`src/rtl/sha256_pkg.sv`:
```
// Package for the SHA-256 digest unit: round constants, initial chain values,
// the job type passed from the front end to the compression core, and helpers.
// No dependencies.
package sha256_pkg;

	localparam int BLOCK_BITS = 512;

	localparam logic [31:0] ROUND_K [0:63] = '{
		32'h428a2f98, 32'h71374491, 32'hb5c0fbcf, 32'he9b5dba5,
		32'h3956c25b, 32'h59f111f1, 32'h923f82a4, 32'hab1c5ed5,
		32'hd807aa98, 32'h12835b01, 32'h243185be, 32'h550c7dc3,
		32'h72be5d74, 32'h80deb1fe, 32'h9bdc06a7, 32'hc19bf174,
		32'he49b69c1, 32'hefbe4786, 32'h0fc19dc6, 32'h240ca1cc,
		32'h2de92c6f, 32'h4a7484aa, 32'h5cb0a9dc, 32'h76f988da,
		32'h983e5152, 32'ha831c66d, 32'hb00327c8, 32'hbf597fc7,
		32'hc6e00bf3, 32'hd5a79147, 32'h06ca6351, 32'h14292967,
		32'h27b70a85, 32'h2e1b2138, 32'h4d2c6dfc, 32'h53380d13,
		32'h650a7354, 32'h766a0abb, 32'h81c2c92e, 32'h92722c85,
		32'ha2bfe8a1, 32'ha81a664b, 32'hc24b8b70, 32'hc76c51a3,
		32'hd192e819, 32'hd6990624, 32'hf40e3585, 32'h106aa070,
		32'h19a4c116, 32'h1e376c08, 32'h2748774c, 32'h34b0bcb5,
		32'h391c0cb3, 32'h4ed8aa4a, 32'h5b9cca4f, 32'h682e6ff3,
		32'h748f82ee, 32'h78a5636f, 32'h84c87814, 32'h8cc70208,
		32'h90befffa, 32'ha4506ceb, 32'hbef9a3f7, 32'hc67178f2
	};

	localparam logic [31:0] INIT_CHAIN [0:7] = '{
		32'h6a09e667, 32'hbb67ae85, 32'h3c6ef372, 32'ha54ff53a,
		32'h510e527f, 32'h9b05688c, 32'h1f83d9ab, 32'h5be0cd19
	};

	localparam logic [7:0] PAD_BYTE = 8'h80;
	localparam logic [5:0] LEN_OFFSET = 6'd56;

	typedef struct packed {
		logic                  last;
		logic [BLOCK_BITS-1:0] blk;
	} job_t;

	typedef struct packed {
		logic full;
		logic empty;
	} fifo_stat_t;

	function automatic logic [31:0] ror32(input logic [31:0] x, input int n);
		ror32 = (x >> n) | (x << (32 - n));
	endfunction

endpackage

```
`src/rtl/sha256_fifo.sv`:
```
// Two-entry job queue between the front end and the compression core.
// Depends on sha256_pkg.
module sha256_fifo (
	input  logic                   clk,
	input  logic                   arst_n,
	input  logic                   push,
	input  sha256_pkg::job_t       wr_job,
	input  logic                   pop,
	output sha256_pkg::job_t       rd_job,
	output sha256_pkg::fifo_stat_t stat
);
	import sha256_pkg::*;

	job_t       mem_q [0:1];
	logic       wr_ptr_q;
	logic       rd_ptr_q;
	logic [1:0] cnt_q;

	assign stat.full  = (cnt_q == 2'd2);
	assign stat.empty = (cnt_q == 2'd0);
	assign rd_job     = mem_q[rd_ptr_q];

	always_ff @(posedge clk) begin
		if (push) begin
			mem_q[wr_ptr_q] <= wr_job;
		end
	end

	always_ff @(posedge clk or negedge arst_n) begin
		if (!arst_n) begin
			wr_ptr_q <= 1'b0;
			rd_ptr_q <= 1'b0;
			cnt_q    <= 2'd0;
		end else begin
			if (push) begin
				wr_ptr_q <= ~wr_ptr_q;
			end
			if (pop) begin
				rd_ptr_q <= ~rd_ptr_q;
			end
			if (push && !pop) begin
				cnt_q <= cnt_q + 2'd1;
			end else if (pop && !push) begin
				cnt_q <= cnt_q - 2'd1;
			end
		end
	end
endmodule

```
`config.mk`:
```
export PLATFORM = sky130hd
export DESIGN_NAME = sha256_fifo
export DESIGN_NICKNAME = d
export VERILOG_FILES = /design/src/rtl/sha256_pkg.sv /design/src/rtl/sha256_fifo.sv
export SDC_FILE = /design/constraint.sdc
export NUM_CORES = 1
export LEC_CHECK = 0
export ABC_CLOCK_PERIOD_IN_PS = 74600
export BUFFER_PORTS_ARGS = -buffer_cell sky130_fd_sc_hd__buf_2
export CORE_AREA = 2 2 400 402
export DETAILED_ROUTE_END_ITERATION = 7
export DIE_AREA = 0 0 402 404
export PLACE_DENSITY_LB_ADDON = 0.05
export SLEW_MARGIN = 20
export SYNTH_ARGS = -nofsm -noshare
export SYNTH_HDL_FRONTEND = slang
export SYNTH_SLANG_ARGS = --single-unit
```
`constraint.sdc`:
```
create_clock -name clk -period 74.6 [get_ports clk]
set_input_delay 14.92 -clock clk [delete_from_list [all_inputs] [get_ports clk]]
set_output_delay 14.92 -clock clk [all_outputs]
set_load 0.01 [all_outputs]
```
==> reports/summary.txt <==
routed wire length -> 122 mm
CP endpoint kind -> primary output
Slew headroom -> 24.9%
Final Hold Viols -> 0
clk_lat worst skew -> 0.72 ns
FILL cells -> 15,500
Final period util -> 26.6%
clock sink count -> 1,030
pre-CTS WS -> 54.51 ns
R2R Path End -> mem_q[0][223]$_DFFE_PP_
ratio of cells with drive above 1 in the final layout -> 60.7%
drc violations -> 0
fin util -> 31.8%
first-pass GRT wire length -> 165 mm
Fin Setup TNS -> 0 ns
Max Clk Rate -> 50.5 MHz
crit-path max FO -> 106
most common cell after layout, fill and taps aside -> buf_2
Post CTS Setup Buffer Count -> 0
Mapped Area -> 0.0392 mm2
Worst path slowest cell -> dfrtp_4
#FFs+latches synth -> 1,030
Sw Pwr -> 0.000616 W
reg2reg path depth -> 6
post-route ant nets -> 0
total CTS buffers -> 120
Hold Path Sink -> cnt_q[1]$_DFFE_PN0P_
clock power share -> 27.2%
Leak -> 19.7 nW
Pwr Density -> 39.5 mW/mm2
Arr. time, crit path -> 4.89 ns
Worst Slack Setup Final -> 54.79 ns
Mapped Nets -> 2,130
Initial Utilization -> 24.9%
per-cell routed wire length -> 24.8 um
status -> completed
CTS clk-pin slew, worst paths -> 0.06 ns
Slew Limit Fails -> 0
WP data required -> 59.68 ns
Hold WC Path Type -> register to register
Rows -> 146
CTS H-tree lvls -> 3
Die Ht -> 404 um
Vias -> 19,900
routability cong. -> 0.755
R2R Path Start -> wr_ptr_q$_DFFE_PN0P_
via density per instance -> 4.05
CP max stage delay -> 0.90 ns
Final Hold Slack -> 0.488 ns
slew at the pin with the worst max-slew slack -> 1.13 ns
syn avg cell area -> 24.3 um2
r2r setup slk -> 69.52 ns
startpoint types -> register
Pre-antenna DRT Iters -> 5
CTS tree -> yes
Die X-Extent -> 402 um
Internal -> 0.00137 W
hold path cells -> 1
Seq pwr share -> 40.3%
hold_buf cts -> 0
Finished Layout Cells -> 4,922
Die ar. -> 0.162 mm2
largest net degree at the start of global routing -> 148
endpoints failing setup -> 0
CP dominant cell by count -> buf_4
Syn Inst Count -> 1,612
IO Count -> 1,032
Synth cell types -> 14
worst path cell trace -> buf_12 > buf_4 > buf_4 > mux2_2 > buf_2
Max Cap Viol -> 0
Clock Path Buffers -> 3
Final Skew -> 0.0256 ns
GRT Total Usage -> 14.5%
core area -> 0.158 mm2
Comb power frac -> 32.6%
Nets -> 3,251
post-cts repair resize count -> 0
Area growth syn-to-layout -> 27.9%
violation count after the first detailed-route iteration -> 1,099
RSZ-0062 raised after global routing -> no
root buffer cell -> clkbuf_16
Seq/Total Area, Yosys -> 78.8%
total gr overflow -> 0
initial antenna violation count -> 136
most frequent cells in the layout -> buf_2, edfxtp_1, mux2_4
Synth Warn # -> 0
WS Path Type -> register to primary output
placed cells -> 4,681
HP Start -> cnt_q[1]$_DFFE_PN0P_
Peak VDD IR -> 0.0278 mV
Switching Share -> 31.1%
port bufs -> 1,031
vias in the first global route -> 21,000
final worst path period need -> 19.81 ns
hpwl dp -> 88.7 mm
worst max-delay path, delay by kind of cell, from the launching register on:
kind	cells	cell delay (ns)
buffers and inverters	4	2.43
muxes	1	0.44
DFF	1	0.90
cells in the mapped netlist:
library cell | n | area share [%]
edfxtp_1 | 1026 | 79
mux2_4 | 460 | 18
mux2_2 | 53 | 1.5
buf_8 | 30 | 1.1
buf_6 | 22 | 0.63
buf_2 | 5 | 0.064
dfrtp_1 | 4 | 0.26
xor2_1 | 4 | 0.089
nor2_1 | 2 | 0.019
nor2b_1 | 2 | 0.032
and2_1 | 1 | 0.016
ha_1 | 1 | 0.032
inv_1 | 1 | 0.0096
xnor2_1 | 1 | 0.022
power groups by stage:
stage	clock network (W)	registers (W)	logic (W)
6_report	0.000539	0.000798	0.000646
2_1_floorplan	0	0.000890	0.000424
3_3_place_gp	0	0.000809	0.000665
3_5_place_dp	0	0.000812	0.000665
5_1_grt	0.000582	0.000808	0.000689
4_1_cts	0.000562	0.000801	0.000668
final cells by class:
type	count	area, um2	area share [%]
Sequential cell	1030	30900	61.6
Multi-Input combinational cell	524	7600	15.1
Timing Repair Buffer	1056	5410	10.8
Clock buffer	158	3190	6.35
Tap cell	2072	2590	5.17
Clock inverter	63	432	0.860
Antenna cell	18	45.0	0.0898
Inverter	1	3.75	0.00748
routing by layer:
| metal | track usage (%) | wire length [um] | vias to the layer above |
|---|---|---|---|
| met2 | 25.5 | 61400 | 865 |
| met1 | 14.8 | 42700 | 9824 |
| li1 | - | - | 8763 |
| met3 | 7.92 | 14000 | 364 |
| met4 | 3.59 | 3440 | 100 |
| met5 | 0 | 598 | - |
kinds of logic (layout without fill, tap and decap cells):
kind of cell  Yosys count  after routing  synth area share [%]
xor+xnor                5              5                 0.112
fa+ha+maj               1              1                0.0319
buf+inv                58           1278                  1.85
flops                1030           1030                  78.8
mux                   513            513                  19.1
other cells             0             18                     0
simple gates            5              5                0.0670
metrics by stage:
step / area (um2) / total power (W)
2_1_floorplan: 39200 / 0.00131
3_3_place_gp: 46500 / 0.00147
3_5_place_dp: 46500 / 0.00148
4_1_cts: 50100 / 0.00203
5_1_grt: 50200 / 0.00208
6_report: 50200 / 0.00198
how the worst max path moves through the flow:
| stage | startpoint | endpoint | slack, ns | cells past startpoint |
|---|---|---|---|---|
| finish | rd_ptr_q$_DFFE_PN0P_ | rd_job[10] | 54.79 | 5 |
| global route | rd_ptr_q$_DFFE_PN0P_ | rd_job[10] | 54.48 | 5 |
| CTS | rd_ptr_q$_DFFE_PN0P_ | rd_job[10] | 54.58 | 5 |
| detailed placement | push | mem_q[0][223]$_DFFE_PP_ | 54.51 | 6 |
| global placement | push | mem_q[0][223]$_DFFE_PP_ | 54.58 | 6 |
| floorplan | push | mem_q[0][0]$_DFFE_PP_ | 36.22 | 1 |
sequential cells by signal (all words and copies together), names as in the netlist:
register / flops
cnt_q: 2
rd_ptr_q: 1
mem_q: 1026
wr_ptr_q: 1
Note: power is estimated with default switching activity, not from simulation.
