File: src/rtl/sha256_pkg.sv
// Package for the SHA-256 digest unit: round constants, initial chain values,
// the job type passed from the front end to the compression core, and helpers.
// No dependencies.
package sha256_pkg;

	localparam int BLOCK_BITS = 512;

	localparam logic [31:0] ROUND_K [0:63] = '{
		32'h428a2f98, 32'h71374491, 32'hb5c0fbcf, 32'he9b5dba5,
		32'h3956c25b, 32'h59f111f1, 32'h923f82a4, 32'hab1c5ed5,
		32'hd807aa98, 32'h12835b01, 32'h243185be, 32'h550c7dc3,
		32'h72be5d74, 32'h80deb1fe, 32'h9bdc06a7, 32'hc19bf174,
		32'he49b69c1, 32'hefbe4786, 32'h0fc19dc6, 32'h240ca1cc,
		32'h2de92c6f, 32'h4a7484aa, 32'h5cb0a9dc, 32'h76f988da,
		32'h983e5152, 32'ha831c66d, 32'hb00327c8, 32'hbf597fc7,
		32'hc6e00bf3, 32'hd5a79147, 32'h06ca6351, 32'h14292967,
		32'h27b70a85, 32'h2e1b2138, 32'h4d2c6dfc, 32'h53380d13,
		32'h650a7354, 32'h766a0abb, 32'h81c2c92e, 32'h92722c85,
		32'ha2bfe8a1, 32'ha81a664b, 32'hc24b8b70, 32'hc76c51a3,
		32'hd192e819, 32'hd6990624, 32'hf40e3585, 32'h106aa070,
		32'h19a4c116, 32'h1e376c08, 32'h2748774c, 32'h34b0bcb5,
		32'h391c0cb3, 32'h4ed8aa4a, 32'h5b9cca4f, 32'h682e6ff3,
		32'h748f82ee, 32'h78a5636f, 32'h84c87814, 32'h8cc70208,
		32'h90befffa, 32'ha4506ceb, 32'hbef9a3f7, 32'hc67178f2
	};

	localparam logic [31:0] INIT_CHAIN [0:7] = '{
		32'h6a09e667, 32'hbb67ae85, 32'h3c6ef372, 32'ha54ff53a,
		32'h510e527f, 32'h9b05688c, 32'h1f83d9ab, 32'h5be0cd19
	};

	localparam logic [7:0] PAD_BYTE = 8'h80;
	localparam logic [5:0] LEN_OFFSET = 6'd56;

	typedef struct packed {
		logic                  last;
		logic [BLOCK_BITS-1:0] blk;
	} job_t;

	typedef struct packed {
		logic full;
		logic empty;
	} fifo_stat_t;

	function automatic logic [31:0] ror32(input logic [31:0] x, input int n);
		ror32 = (x >> n) | (x << (32 - n));
	endfunction

endpackage

File: src/rtl/sha256_core.sv
// Compression core: one round per cycle over a 16-word schedule window,
// chain update, and the registered digest output. Depends on sha256_pkg.
module sha256_core (
	input  logic                   clk,
	input  logic                   arst_n,
	input  sha256_pkg::fifo_stat_t q_stat,
	input  sha256_pkg::job_t       rd_job,
	output logic                   pop,
	output logic                   digest_valid,
	input  logic                   digest_stall,
	output logic [31:0]            dig [0:7]
);
	import sha256_pkg::*;

	typedef enum logic [2:0] {
		C_IDLE = 3'b001,
		C_RUN  = 3'b010,
		C_FIN  = 3'b100
	} cstate_t;

	cstate_t     st_q;
	logic [5:0]  round_q;
	logic        last_q;
	logic [31:0] v_q     [0:7];
	logic [31:0] w_q     [0:15];
	logic [31:0] chain_q [0:7];
	logic [31:0] dig_q   [0:7];
	logic [31:0] t1, t2, s0, s1, w_new;
	logic        out_free;

	assign pop      = (st_q == C_IDLE) && !q_stat.empty;
	assign out_free = !digest_valid || !digest_stall;
	assign dig      = dig_q;

	always_comb begin
		s1 = ror32(v_q[4], 6) ^ ror32(v_q[4], 11) ^ ror32(v_q[4], 25);
		s0 = ror32(v_q[0], 2) ^ ror32(v_q[0], 13) ^ ror32(v_q[0], 22);
		t1 = v_q[7] + s1 + ((v_q[4] & v_q[5]) ^ (~v_q[4] & v_q[6]))
			+ ROUND_K[round_q] + w_q[0];
		t2 = s0 + ((v_q[0] & v_q[1]) ^ (v_q[0] & v_q[2]) ^ (v_q[1] & v_q[2]));
		w_new = w_q[0] + w_q[9]
			+ (ror32(w_q[1], 7) ^ ror32(w_q[1], 18) ^ (w_q[1] >> 3))
			+ (ror32(w_q[14], 17) ^ ror32(w_q[14], 19) ^ (w_q[14] >> 10));
	end

	always_ff @(posedge clk) begin
		case (st_q)
			C_IDLE: begin
				if (pop) begin
					for (int i = 0; i < 16; i++) begin
						w_q[i] <= rd_job.blk[BLOCK_BITS-1-32*i -: 32];
					end
					for (int i = 0; i < 8; i++) begin
						v_q[i] <= chain_q[i];
					end
				end
			end
			C_RUN: begin
				for (int i = 0; i < 15; i++) begin
					w_q[i] <= w_q[i+1];
				end
				w_q[15] <= w_new;
				v_q[7]  <= v_q[6];
				v_q[6]  <= v_q[5];
				v_q[5]  <= v_q[4];
				v_q[4]  <= v_q[3] + t1;
				v_q[3]  <= v_q[2];
				v_q[2]  <= v_q[1];
				v_q[1]  <= v_q[0];
				v_q[0]  <= t1 + t2;
			end
			C_FIN: begin
				if (last_q && out_free) begin
					for (int i = 0; i < 8; i++) begin
						dig_q[i] <= chain_q[i] + v_q[i];
					end
				end
			end
			default: begin
			end
		endcase
	end

	always_ff @(posedge clk or negedge arst_n) begin
		if (!arst_n) begin
			st_q         <= C_IDLE;
			round_q      <= 6'd0;
			last_q       <= 1'b0;
			digest_valid <= 1'b0;
			for (int i = 0; i < 8; i++) begin
				chain_q[i] <= INIT_CHAIN[i];
			end
		end else begin
			if ((st_q == C_FIN) && last_q && out_free) begin
				digest_valid <= 1'b1;
			end else if (!digest_stall) begin
				digest_valid <= 1'b0;
			end
			case (st_q)
				C_IDLE: begin
					if (pop) begin
						st_q    <= C_RUN;
						round_q <= 6'd0;
						last_q  <= rd_job.last;
					end
				end
				C_RUN: begin
					round_q <= round_q + 6'd1;
					if (round_q == 6'd63) begin
						st_q <= C_FIN;
					end
				end
				C_FIN: begin
					if (!last_q) begin
						for (int i = 0; i < 8; i++) begin
							chain_q[i] <= chain_q[i] + v_q[i];
						end
						st_q <= C_IDLE;
					end else if (out_free) begin
						for (int i = 0; i < 8; i++) begin
							chain_q[i] <= INIT_CHAIN[i];
						end
						st_q <= C_IDLE;
					end
				end
				default: begin
					st_q <= C_IDLE;
				end
			endcase
		end
	end
endmodule
File: config.mk
export PLATFORM = sky130hd
export DESIGN_NAME = sha256_core
export DESIGN_NICKNAME = d
export VERILOG_FILES = /design/src/rtl/sha256_pkg.sv /design/src/rtl/sha256_core.sv
export SDC_FILE = /design/constraint.sdc
export NUM_CORES = 2
export LEC_CHECK = 0
export BUFFER_PORTS_ARGS = -buffer_cell sky130_fd_sc_hd__buf_2
export CELL_PAD_IN_SITES_DETAIL_PLACEMENT = 0
export CELL_PAD_IN_SITES_GLOBAL_PLACEMENT = 1
export CORE_MARGIN = 1
export CORE_UTILIZATION = 44
export CTS_BUF_LIST = sky130_fd_sc_hd__clkbuf_4
export CTS_CLUSTER_DIAMETER = 100
export DETAILED_ROUTE_END_ITERATION = 10
export PLACE_DENSITY_LB_ADDON = 0.1
export SYNTH_ARGS = -nofsm -noshare
export SYNTH_HDL_FRONTEND = slang
export SYNTH_SLANG_ARGS = --single-unit
File: constraint.sdc
create_clock -name clk -period 16.3 [get_ports clk]
set_input_delay 1.63 -clock clk [delete_from_list [all_inputs] [get_ports clk]]
set_output_delay 1.63 -clock clk [all_outputs]
set_load 0.01 [all_outputs]
==> metrics.csv <==
stage;metric;value;unit
run_status;outcome;complete, no violations;
critical_path;Crit. End Element;flip-flop;
cells_and_area;synth-to-layout area growth;13.99;%
logic_synthesis;synthesized area;0.07733;mm²
job;max-cap viol count;0;
cells_and_area;multi-input combinational cell area;0.03711;mm²
logic_synthesis;syn nets;8781;
timing;Final Hold Fails;0;
clock_tree;H-Tree Depth;5;
global_routing;pin count of the biggest net entering global routing;223;
global_routing;initial antenna violation count;91;
timing;setup tns final;0;ns
clock_tree;CTS root buffer;clkbuf_4;
die;FP Rows;153;
drt;DR DRC count;0;
logic_synthesis;Mapped Avg Cell Area;10.08;µm²
die;core box area;0.1742;mm²
critical_path;required time worst endpoint;17.35;ns
global_routing;gr ovfl total;0;
timing;max_slew headroom;0.07242;
clock_tree;CTS buffer count;374;
clock_tree;worst-skew pair later-pin latency;1.41;ns
critical_path;Worst setup SP type;flip-flop;
logic_synthesis;Netlist cell types;98;
drt;final WL;291900;µm
place;HPWL after DPL;220300;µm
critical_path;CP arrival;12.30;ns
place;routability cong.;0.9554;
cells_and_area;FF+latch area;0.03761;mm²
timing;RSZ-0062 raised after global routing;false;
die;I/O pin total;776;
critical_path;critical path class;flip-flop to flip-flop;
logic_synthesis;FFs w/ async S/R, synth;0.2068;
cells_and_area;share of cells above drive strength 1;0.1910;
logic_synthesis;ys flop type;edfxtp_1;
logic_synthesis;Yosys top cell by area;edfxtp_1;
critical_path;Largest stage delay, worst path;0.70;ns
die;Die W;421.2;µm
drt;first-iteration detailed-routing DRC count;5061;
logic_synthesis;most instantiated library cell after synthesis;nand2_1;
clock_tree;Longest Clk Path Bufs;4;
logic_synthesis;Syn Inst Count;7675;
drt;DRT Pass-1 Iters;6;
cells_and_area;NumNets Final;9634;
die;Initial Util;0.4439;
logic_synthesis;synth top area cells;edfxtp_1, nand2_1, ha_1, fa_1, xnor2_1;
global_routing;first-pass GRT wire length;418700;µm
drt;via count;62240;
timing;final setup fails;0;
cells_and_area;FILL cells;16550;
logic_synthesis;sequential-to-total area share from yosys stat;0.4862;
clock_tree;CTS tree;built;
drt;Via density;5.569;
timing;Clock Skews;0.1218;ns
drt;DR WL/cell;26.12;µm
logic_synthesis;Synth top area share;0.3976;
logic_synthesis;Synth Warn #;0;
clock_tree;Post-CTS Resized;0;
die;total die area;0.1774;mm²
timing;Final period util;0.6900;
drt;post-route antenna net violation count;0;
place;number of port buffers;774;
global_routing;vias in the first global route;61220;
critical_path;largest fanout on the critical path;20;
logic_synthesis;Synth Register Bits;1291;
logic_synthesis;top cells by count, synth;nand2_1, edfxtp_1, xnor2_1;
clock_tree;post-CTS setup buffer count;0;
die;die height;421.2;µm
timing;fin. max-slew vios;0;
clock_tree;clock-pin slew on the worst setup and hold paths;0.07;ns
worst_hold_path;hold crit path type;input pin to async pin;
timing;slew of the pin with the lowest slew margin;1.377;ns
logic_synthesis;EDFF count, synth;1024;
timing;Max Clk Rate;88.91;MHz
timing;crit path time final;11.25;ns
clock_tree;Hold Buf Count CTS;0;
critical_path;slowest CP cell;a21oi_1;
global_routing;GRT Util Overall;0.3224;
clock_tree;CTS sink count;1291;
==> final timing paths <==
check                                            start                        to  slack, ns  cells after the start
worst max-delay path            round_q[0]$_DFFE_PN0P_      v_q[0][25]$_DFFE_PP_       5.05                     40
worst min-delay path                            arst_n  chain_q[241]$_DFFE_PN0P_       0.23                      1
worst max register to register  round_q[0]$_DFFE_PN0P_      v_q[0][25]$_DFFE_PP_       5.05                     40
worst min register to register   w_q[0][174]$_DFFE_PP_     w_q[0][142]$_DFFE_PP_       0.47                      2
max in group asynchronous                       arst_n  chain_q[189]$_DFFE_PN1P_      14.38                      3
min in group clk                 w_q[0][174]$_DFFE_PP_     w_q[0][142]$_DFFE_PP_       0.47                      2
==> sequential cells by signal, indices dropped and copies added, names as in the netlist <==
register	cells
chain_q	256
dig	256
digest_valid	1
last_q	1
round_q	6
st_q	3
v_q	256
w_q	512
==> critical path, delay by kind of cell, from the launching register on <==
| kind | cells | cell delay [ns] |
|---|---|---|
| flops | 1 | 0.35 |
| fa+ha+maj | 8 | 3.52 |
| simple gates | 9 | 1.53 |
| compound gates | 15 | 3.60 |
| buf+inv | 6 | 1.01 |
| xor+xnor | 2 | 0.83 |
==> layer usage <==
metal  track usage  share of wire  up-vias
li1              -              -    28790
met1        0.4178           0.41    30480
met2        0.5246           0.47     2304
met3       0.07449          0.074      573
met4        0.1204          0.039       94
met5             0         0.0020        -
==> final cells by class <==
class	count	share of cell area
clock buffers	576	0.04906
inverters	314	0.01356
well taps	2325	0.03300
clock inverters	79	0.004116
diodes	43	0.001221
flip-flops and latches	1291	0.4267
multi-input cells	5693	0.4209
repair buffers	854	0.05144
==> per-stage QoR <==
step           area (µm²)  setup slack (ns)  cells  hold slack, ns  utilization
2_1_floorplan       77340             1.763   7675          0.4411            -
6_report            88150             5.053  11180          0.2263       0.5060
5_1_grt             88120             4.424  11160          0.1397       0.5058
3_3_place_gp        83350             5.151  10480          0.4890       0.4785
4_1_cts             88040             5.049  11130          0.1039       0.5054
3_5_place_dp        83350             5.155  10480          0.4911       0.4785
==> kinds of logic after synthesis <==
family | count (synthesis) | synth area share
compound gates | 1547 | 0.1383
xor+xnor | 599 | 0.06794
fa+ha+maj | 591 | 0.1145
buf+inv | 691 | 0.03424
flops | 1291 | 0.4862
mux | 41 | 0.006164
simple gates | 2915 | 0.1527
==> cells in the final DEF (no fill, tap or decap), drive strengths merged, types with 188 or more instances in the layout <==
master and count:
nand2 2297, edfxtp 1024, buf 854, clkbuf 576, xnor2 432, ha 393, a21oi 359, o21ai 317
inv 315, nor2 234, fa 195, a21o 188
Power is left out: the tool's default activity adds up to more than one toggle a clock period on the data nets, which glitch-free logic cannot reach.
