--- config.mk ---
export PLATFORM = sky130hd
export DESIGN_NAME = sha256_front
export DESIGN_NICKNAME = d
export VERILOG_FILES = /design/src/rtl/sha256_pkg.sv /design/src/rtl/sha256_front.sv
export SDC_FILE = /design/constraint.sdc
export NUM_CORES = 1
export LEC_CHECK = 0
export BUFFER_PORTS_ARGS = -buffer_cell sky130_fd_sc_hd__buf_2
export CAP_MARGIN = 20
export CORE_MARGIN = 2
export CORE_UTILIZATION = 40
export DETAILED_ROUTE_END_ITERATION = 16
export HOLD_SLACK_MARGIN = 0.05
export PLACE_DENSITY = 0.59
export REMOVE_ABC_BUFFERS = 1
export SLEW_MARGIN = 25
export SYNTH_ARGS = -nofsm -noshare
export SYNTH_HDL_FRONTEND = slang
export SYNTH_SLANG_ARGS = --single-unit
--- constraint.sdc ---
create_clock -name clk -period 19.1 [get_ports clk]
set_input_delay 0.955 -clock clk [delete_from_list [all_inputs] [get_ports clk]]
set_output_delay 0.955 -clock clk [all_outputs]
set_load 0.05 [all_outputs]
--- src/rtl/sha256_pkg.sv ---
// Package for the SHA-256 digest unit: round constants, initial chain values,
// the job type passed from the front end to the compression core, and helpers.
// No dependencies.
package sha256_pkg;

	localparam int BLOCK_BITS = 512;

	localparam logic [31:0] ROUND_K [0:63] = '{
		32'h428a2f98, 32'h71374491, 32'hb5c0fbcf, 32'he9b5dba5,
		32'h3956c25b, 32'h59f111f1, 32'h923f82a4, 32'hab1c5ed5,
		32'hd807aa98, 32'h12835b01, 32'h243185be, 32'h550c7dc3,
		32'h72be5d74, 32'h80deb1fe, 32'h9bdc06a7, 32'hc19bf174,
		32'he49b69c1, 32'hefbe4786, 32'h0fc19dc6, 32'h240ca1cc,
		32'h2de92c6f, 32'h4a7484aa, 32'h5cb0a9dc, 32'h76f988da,
		32'h983e5152, 32'ha831c66d, 32'hb00327c8, 32'hbf597fc7,
		32'hc6e00bf3, 32'hd5a79147, 32'h06ca6351, 32'h14292967,
		32'h27b70a85, 32'h2e1b2138, 32'h4d2c6dfc, 32'h53380d13,
		32'h650a7354, 32'h766a0abb, 32'h81c2c92e, 32'h92722c85,
		32'ha2bfe8a1, 32'ha81a664b, 32'hc24b8b70, 32'hc76c51a3,
		32'hd192e819, 32'hd6990624, 32'hf40e3585, 32'h106aa070,
		32'h19a4c116, 32'h1e376c08, 32'h2748774c, 32'h34b0bcb5,
		32'h391c0cb3, 32'h4ed8aa4a, 32'h5b9cca4f, 32'h682e6ff3,
		32'h748f82ee, 32'h78a5636f, 32'h84c87814, 32'h8cc70208,
		32'h90befffa, 32'ha4506ceb, 32'hbef9a3f7, 32'hc67178f2
	};

	localparam logic [31:0] INIT_CHAIN [0:7] = '{
		32'h6a09e667, 32'hbb67ae85, 32'h3c6ef372, 32'ha54ff53a,
		32'h510e527f, 32'h9b05688c, 32'h1f83d9ab, 32'h5be0cd19
	};

	localparam logic [7:0] PAD_BYTE = 8'h80;
	localparam logic [5:0] LEN_OFFSET = 6'd56;

	typedef struct packed {
		logic                  last;
		logic [BLOCK_BITS-1:0] blk;
	} job_t;

	typedef struct packed {
		logic full;
		logic empty;
	} fifo_stat_t;

	function automatic logic [31:0] ror32(input logic [31:0] x, input int n);
		ror32 = (x >> n) | (x << (32 - n));
	endfunction

endpackage

--- src/rtl/sha256_front.sv ---
// Front end: packs message bytes into 64-byte blocks, applies padding and the
// bit length, and pushes complete blocks as jobs. Depends on sha256_pkg.
module sha256_front (
	input  logic                   clk,
	input  logic                   arst_n,
	input  logic                   data_valid,
	output logic                   data_stall,
	input  logic [7:0]             data_byte,
	input  logic                   byte_present,
	input  logic                   end_of_message,
	input  sha256_pkg::fifo_stat_t q_stat,
	output logic                   push,
	output sha256_pkg::job_t       push_job
);
	import sha256_pkg::*;

	typedef enum logic [2:0] {
		F_IDLE = 3'b001,
		F_PAD1 = 3'b010,
		F_PAD2 = 3'b100
	} fstate_t;

	fstate_t                st_q;
	logic [5:0]             fill_q;
	logic [63:0]            bits_q;
	logic [BLOCK_BITS-1:0]  buf_q;
	logic [BLOCK_BITS-1:0]  merged;
	logic [BLOCK_BITS-1:0]  padded;
	logic                   take;
	logic                   len_here;

	assign data_stall = (st_q != F_IDLE) || q_stat.full;
	assign take       = data_valid && !data_stall;
	assign len_here   = (st_q == F_PAD2) || (fill_q < LEN_OFFSET);

	always_comb begin
		merged = buf_q;
		for (int i = 0; i < 64; i++) begin
			if (fill_q == 6'(i)) begin
				merged[BLOCK_BITS-1-8*i -: 8] = data_byte;
			end
		end
	end

	always_comb begin
		for (int i = 0; i < 64; i++) begin
			if (st_q == F_PAD1 && 6'(i) < fill_q) begin
				padded[BLOCK_BITS-1-8*i -: 8] = buf_q[BLOCK_BITS-1-8*i -: 8];
			end else if (st_q == F_PAD1 && 6'(i) == fill_q) begin
				padded[BLOCK_BITS-1-8*i -: 8] = PAD_BYTE;
			end else begin
				padded[BLOCK_BITS-1-8*i -: 8] = 8'h00;
			end
		end
		if (len_here) begin
			padded[63:0] = bits_q;
		end
	end

	always_comb begin
		push     = 1'b0;
		push_job = '{last: 1'b0, blk: merged};
		case (st_q)
			F_IDLE: begin
				push = take && byte_present && (fill_q == 6'd63);
			end
			F_PAD1, F_PAD2: begin
				push     = !q_stat.full;
				push_job = '{last: len_here, blk: padded};
			end
			default: begin
				push = 1'b0;
			end
		endcase
	end

	always_ff @(posedge clk) begin
		if (take && byte_present) begin
			buf_q <= merged;
		end
	end

	always_ff @(posedge clk or negedge arst_n) begin
		if (!arst_n) begin
			st_q   <= F_IDLE;
			fill_q <= 6'd0;
			bits_q <= 64'd0;
		end else begin
			case (st_q)
				F_IDLE: begin
					if (take) begin
						if (byte_present) begin
							fill_q <= fill_q + 6'd1;
							bits_q <= bits_q + 64'd8;
						end
						if (end_of_message) begin
							st_q <= F_PAD1;
						end
					end
				end
				F_PAD1: begin
					if (!q_stat.full) begin
						if (len_here) begin
							st_q   <= F_IDLE;
							fill_q <= 6'd0;
							bits_q <= 64'd0;
						end else begin
							st_q <= F_PAD2;
						end
					end
				end
				F_PAD2: begin
					if (!q_stat.full) begin
						st_q   <= F_IDLE;
						fill_q <= 6'd0;
						bits_q <= 64'd0;
					end
				end
				default: begin
					st_q <= F_IDLE;
				end
			endcase
		end
	end
endmodule

==> results of run 1 <==
==> cell type report <==
| cell class | instances | area [µm²] | area share |
|---|---|---|---|
| flip-flops and latches | 582 | 17100 | 0.440 |
| multi-input cells | 1926 | 14900 | 0.383 |
| repair buffers | 574 | 3050 | 0.0784 |
| clock buffers | 88 | 1870 | 0.0481 |
| well taps | 1070 | 1340 | 0.0344 |
| clock inverters | 40 | 505 | 0.0130 |
| inverters | 24 | 97.6 | 0.00251 |
| diodes | 1 | 2.50 | 0.0000643 |
==> cell usage in the layout, fill, tap and decap left out, types with 5 or more instances in the layout <==
master and n:
o22ai_1 22, o31ai_1 26, or3_1 9, bufinv_16 8, a21oi_2 5, nand2_1 255
mux2_2 495, o211ai_1 5, inv_1 22, clkbuf_16 71, nor3_1 34, dfrtp_2 5
edfxtp_1 512, clkinv_1 10, o21ai_0 81, dfrtp_1 64, or4_1 19, nand2b_1 12
clkinv_2 10, nor2b_1 7, a31oi_1 18, a22o_1 414, buf_4 51, nand4_1 36
o2bb2ai_1 11, buf_2 520, a211oi_1 11, a22oi_1 46, and3_1 11, a21o_1 15
nor4_1 6, o21a_1 12, a21oi_1 74, mux2i_1 9, and2_1 18, clkbuf_1 14
nor3_2 8, nand3_1 69, nor2_1 108
==> routing by layer <==
layer  track usage  vias to the layer above
met5             0                        -
met4        0.0846                        0
met3        0.0686                      191
met2         0.436                     1097
met1         0.345                    13500
li1              -                    11800
==> report_power, final <==
part	internal (W)	switching (W)	leakage (nW)	total (W)
Sequential	0.00143	0.0000653	5.44	0.00149
Clock	0.000816	0.000582	1.16	0.00140
Combinational	0.000200	0.000588	8.29	0.000788
Total	0.00245	0.00124	14.9	0.00368
==> synth_stat cells, types with 19 or more instances <==
cell type / number
o31ai_1: 26
buf_2: 46
nor2_1: 112
inv_1: 22
a21oi_1: 74
edfxtp_1: 512
or4_1: 19
nor3_1: 37
a22oi_1: 46
clkbuf_1: 188
a22o_1: 414
o21ai_0: 81
o22ai_1: 22
dfrtp_1: 69
mux2_2: 495
nand4_1: 36
nand2_1: 255
nand3_1: 69
==> worst max-delay path, delay by kind of cell, from the launching register on <==
| kind | cells | cell delay (ps) |
|---|---|---|
| compound gates | 2 | 850 |
| simple gates | 2 | 350 |
| buf+inv | 3 | 1530 |
| flops | 1 | 560 |
| xor+xnor | 1 | 470 |
==> worst max-delay path by stage <==
stage,to,depth (start not counted)
floorplan,buf_q[0]$_DFFE_PP_,3
global placement,buf_q[72]$_DFFE_PP_,7
detailed placement,buf_q[73]$_DFFE_PP_,7
CTS,push_job[185],8
global route,push_job[184],8
finish,push_job[184],8
==> kinds of logic after synthesis <==
logic type,synth area share
AO/OA/AOI/OAI,0.181
XOR/XNOR,0.000265
adder cells (fa/ha/maj),0.00189
buffers and inverters,0.0329
flip-flops,0.518
multiplexers,0.171
AND/OR/NAND/NOR,0.0949
==> state kept, by name, indices dropped and copies added (netlist names) <==
name,cells
fill_q,6
st_q,3
buf_q,512
bits_q,61
==> through the flow <==
stage,utilization,instance area (µm²),total power (W),setup WS [ps]
2_1_floorplan,-,32100,0.00204,3860
3_3_place_gp,0.445,36500,0.00230,14050
3_5_place_dp,0.445,36500,0.00231,13900
4_1_cts,0.474,38800,0.00371,13680
5_1_grt,0.475,38900,0.00379,13440
6_report,0.475,38900,0.00368,13680
==> metrics, run 1 <==
CTS Hold Bufs 0; H-tree levels 3; hpwl dp 77,600 µm; 1st-pass router iterations 7; nets@finish around 3,200; Worst slew margin 0.320; Post-Route M1 WL about 48,000 µm; Main synth FF type edfxtp_1; Resized cells post-CTS 0; slowest stage cell, crit path buf_4; vias in the first global route ~26,000; starting density of the core 0.403; initial antenna violation count 1; CTS clk-pin slew, worst paths approximately 70 ps; R2R Path Start st_q[0]$_DFFE_PN1P_; total grt overflow 0; share of layout cells above drive strength 1 0.382; Layout area overhead 17.7%; R2R Setup Slk 14,550 ps; Synth Instances roughly 2,800; Cell Pwr Density about 95 nW/µm²; RSZ-0062 raised after global routing false; Static Leak roughly 15 nW; top sig layer met4; CP cell instances xnor2_1 > or2_4 > buf_4 > buf_4 > nor2_1 > a21oi_1 > a22o_1 > buf_2; sequential area share after synthesis 0.518; outcome complete, no violations; root cell of the clock tree clkbuf_16; FF+latch count, synth between 500 and 600; Synth top area share 0.465; count of cell types in the netlist 84; Top Ports 530; Hold Crit Class in2async; capture point of the worst reg-to-reg path buf_q[179]$_DFFE_PP_; clk_lat worst skew approximately 640 ps; number of synthesized flops with an enable pin 512; remaining antenna violation count 0; maximum VDD drop 81.6 µV; placed insts 4,174; Final setup viols 0; worst endpoint required time around 18,000 ps; routed wire length on met2 56,200 µm; Layout Cells excl Fill 4,305; die height ~300 µm; Worst Setup End Kind primary output; CP Launch Point st_q[2]$_DFFE_PN0P_; Clock Sinks 582; DR WL/cell about 27 µm; met3 WL post-DR 9810 µm; Critical Path Max Stage Delay a little over 700 ps; final setup skew 23.1 ps; DR iter-0 viols approximately 2,300; Final Slew Violations 0; vias per cell a little over 6; Worst-Margin Slew about 1000 ps; CP arrival 4460 ps; Placer Congestion slightly below 0.9; fmax between 150 and 200 MHz; Setup crit start kind flip-flop; first-pass GRT wire length ~170,000 µm; Num CTS Buffers between 70 and 80; WHS 254 ps; asr flop ratio synth 0.120; CTS tree yes; setup TNS 0 ps; worst-path fanout max 68; IO buf count between 500 and 600; max cap viols 0; drt total wl around 120,000 µm; largest cells by area after synthesis edfxtp_1, mux2_2, a22o_1, dfrtp_1, nand2_1; mean post-synth cell area around 12 µm²; Rows ~110; total global-route track usage 0.267; Yosys warning count 0; die width approximately 300 µm; clock buffer depth 3; fillers about 7,500; DRC viols 0; R2R cell count 6; Final min period approximately 5400 ps; largest net degree at the start of global routing around 130; Synth area leader edfxtp_1; critical setup path kind reg2out; Fin. Hold Viols 0; Core ar. 82,000 µm²; vias about 27,000; Final Cycle Share 0.284; die area roughly 85,000 µm²; post-CTS setup buffer count 0; Crit path top cell by count buf_4; post-synthesis cell area about 33,000 µm²
Power figures use the tool's default switching activity.
==> inputs of run 2 (changes only) <==
==> constraint.sdc (replaced) <==
create_clock -name clk -period 5.5 [get_ports clk]
set_input_delay 0.275 -clock clk [delete_from_list [all_inputs] [get_ports clk]]
set_output_delay 0.275 -clock clk [all_outputs]
set_load 0.05 [all_outputs]
==> metrics, run 2 (synthesis gave the netlist of run 1 again) <==
outcome complete, no violations; Top Ports 530; share of layout cells above drive strength 1 0.379; Final Slew Violations 0; final instance area 38,800 µm²; max cap viols 0; CTS tree yes; placed insts between 4,000 and 5,000; H-tree levels 3; nets@finish 3,206; Final min period ~4600 ps; vias per cell around 6.2; drt total wl 117,000 µm; Placed Area approximately 37,000 µm²; Rows 105; vias in the first global route between 20,000 and 30,000; Clock Sinks 582; Top reg by flops buf_q; Layout Cells excl Fill between 4,000 and 5,000; most frequent cells in the layout buf_2, edfxtp_1, mux2_2; total global-route track usage 0.265; Setup crit start kind flip-flop; Final Cycle Share 0.831; clock buffer depth 3; hpwl dp just under 80,000 µm; die area approximately 85,000 µm²; critical setup path kind reg2out; Worst-Margin Slew 999 ps; CTS clk-pin slew, worst paths 50 ps; capture point of the worst reg-to-reg path bits_q[32]$_DFFE_PN0P_; DR WL/cell ~27 µm; largest net degree at the start of global routing approximately 120; Fin. Hold Viols 0; Hold Crit Class in2reg; root cell of the clock tree clkbuf_16; RSZ-0062 raised after global routing false; fmax 219 MHz; post-layout util 0.473; Placer Congestion just under 0.9; flip-flop and latch area 17,100 µm²; Critical Path Max Stage Delay 780 ps; Resized cells post-CTS 0; vias 26,700; Final setup viols 0; 1st-pass router iterations 8; DR iter-0 viols about 2,200; IO buf count around 530; die width between 200 and 300 µm; first-pass GRT wire length approximately 170,000 µm; Layout area overhead 17.3%; # diodes 0; starting density of the core 0.403; largest registers buf_q: 512 flops, bits_q: 61 flops, fill_q: 6 flops; Worst Setup End Kind primary output; sink of the worst hold path st_q[0]$_DFFE_PN1P_; Static Leak about 15 nW; Largest register FFs between 500 and 600; CP arrival 4300 ps; worst endpoint required time around 5200 ps; CTS Hold Bufs 3; clk_lat worst skew a little over 600 ps; Worst slew margin 0.332; Core ar. between 80,000 and 90,000 µm²; fillers between 7,000 and 8,000; DP Worst Slack around 1600 ps; total grt overflow 0; CP cell instances inv_2 > ha_2 > nand2_1 > nor2_1 > a21oi_1 > a22o_1 > buf_2; post-CTS setup buffer count 0; R2R Setup Slk roughly 1900 ps; initial antenna violation count 4; R2R cell count 6; final setup skew 16.9 ps; remaining antenna violation count 0; maximum VDD drop 305 µV; Hold Path Depth 4; worst-path fanout max 30; multi-input combinational cell area between 10,000 and 15,000 µm²; most common cell after layout, fill and taps aside buf_2; Worst Hold Launch end_of_message; Cell Pwr Density about 320 nW/µm²; die height between 200 and 300 µm; worst setup margin 929 ps; DRC viols 0; R2R Path Start st_q[0]$_DFFE_PN1P_; Num CTS Buffers 68; WHS between 100 and 150 ps; slowest stage cell, crit path ha_2
## run 2: cell count changes in the layout (fill, tap and decap cells not counted), sizes merged
cell         previous run  this run
diode                   1         0
buf                   574       581
dlygate4sd3             0         3
bufinv                  8         3
clkinvlp                1         2
clkbuf                 88        91
clkinv                 26        20
## run 2: how the worst max path moves through the flow
stage,start,end,slack [ps]
2_1_floorplan,st_q[2]$_DFFE_PN0P_,buf_q[0]$_DFFE_PP_,-9360
3_3_place_gp,fill_q[5]$_DFFE_PN0P_,push_job[142],1540
3_5_place_dp,fill_q[1]$_DFFE_PN0P_,push_job[414],1640
4_1_cts,fill_q[1]$_DFFE_PN0P_,push_job[414],970
5_1_grt,fill_q[1]$_DFFE_PN0P_,push_job[266],770
6_report,fill_q[1]$_DFFE_PN0P_,push_job[477],930
## run 2: area by class of cell
class                   instances  area share
clock buffers                  91      0.0466
clock inverters                30     0.00642
repair buffers                584      0.0838
flip-flops and latches        582       0.442
inverters                      24     0.00252
well taps                    1070      0.0345
multi-input cells            1926       0.384
## run 2: per-layer routing
layer	share of wire	up-vias	GRT usage
met1	0.40	13700	0.335
met3	0.085	150	0.0702
met2	0.49	1062	0.445
met5	0.00011	-	0
met4	0.025	2	0.0761
li1	-	11800	-
## run 2: worst max-delay path, delay by kind of cell, from the launching register on
kind	cells	cell delay [ps]
buf+inv	2	510
flops	1	710
fa+ha+maj	1	780
simple gates	2	1080
compound gates	2	570
## run 2: stage by stage
| step | setup TNS (ps) | total power, W |
|---|---|---|
| after floorplan | -4934560 | 0.00709 |
| after global placement | 0 | 0.00796 |
| after detailed placement | 0 | 0.00800 |
| after CTS | 0 | 0.0123 |
| after global routing | 0 | 0.0126 |
| final | 0 | 0.0123 |
## run 2: power breakdown
part	switching [W]	total (W)	leakage (nW)	internal [W]
Combinational	0.00206	0.00276	8.38	0.000701
Clock	0.00189	0.00434	1.00	0.00246
Sequential	0.000203	0.00517	5.44	0.00496
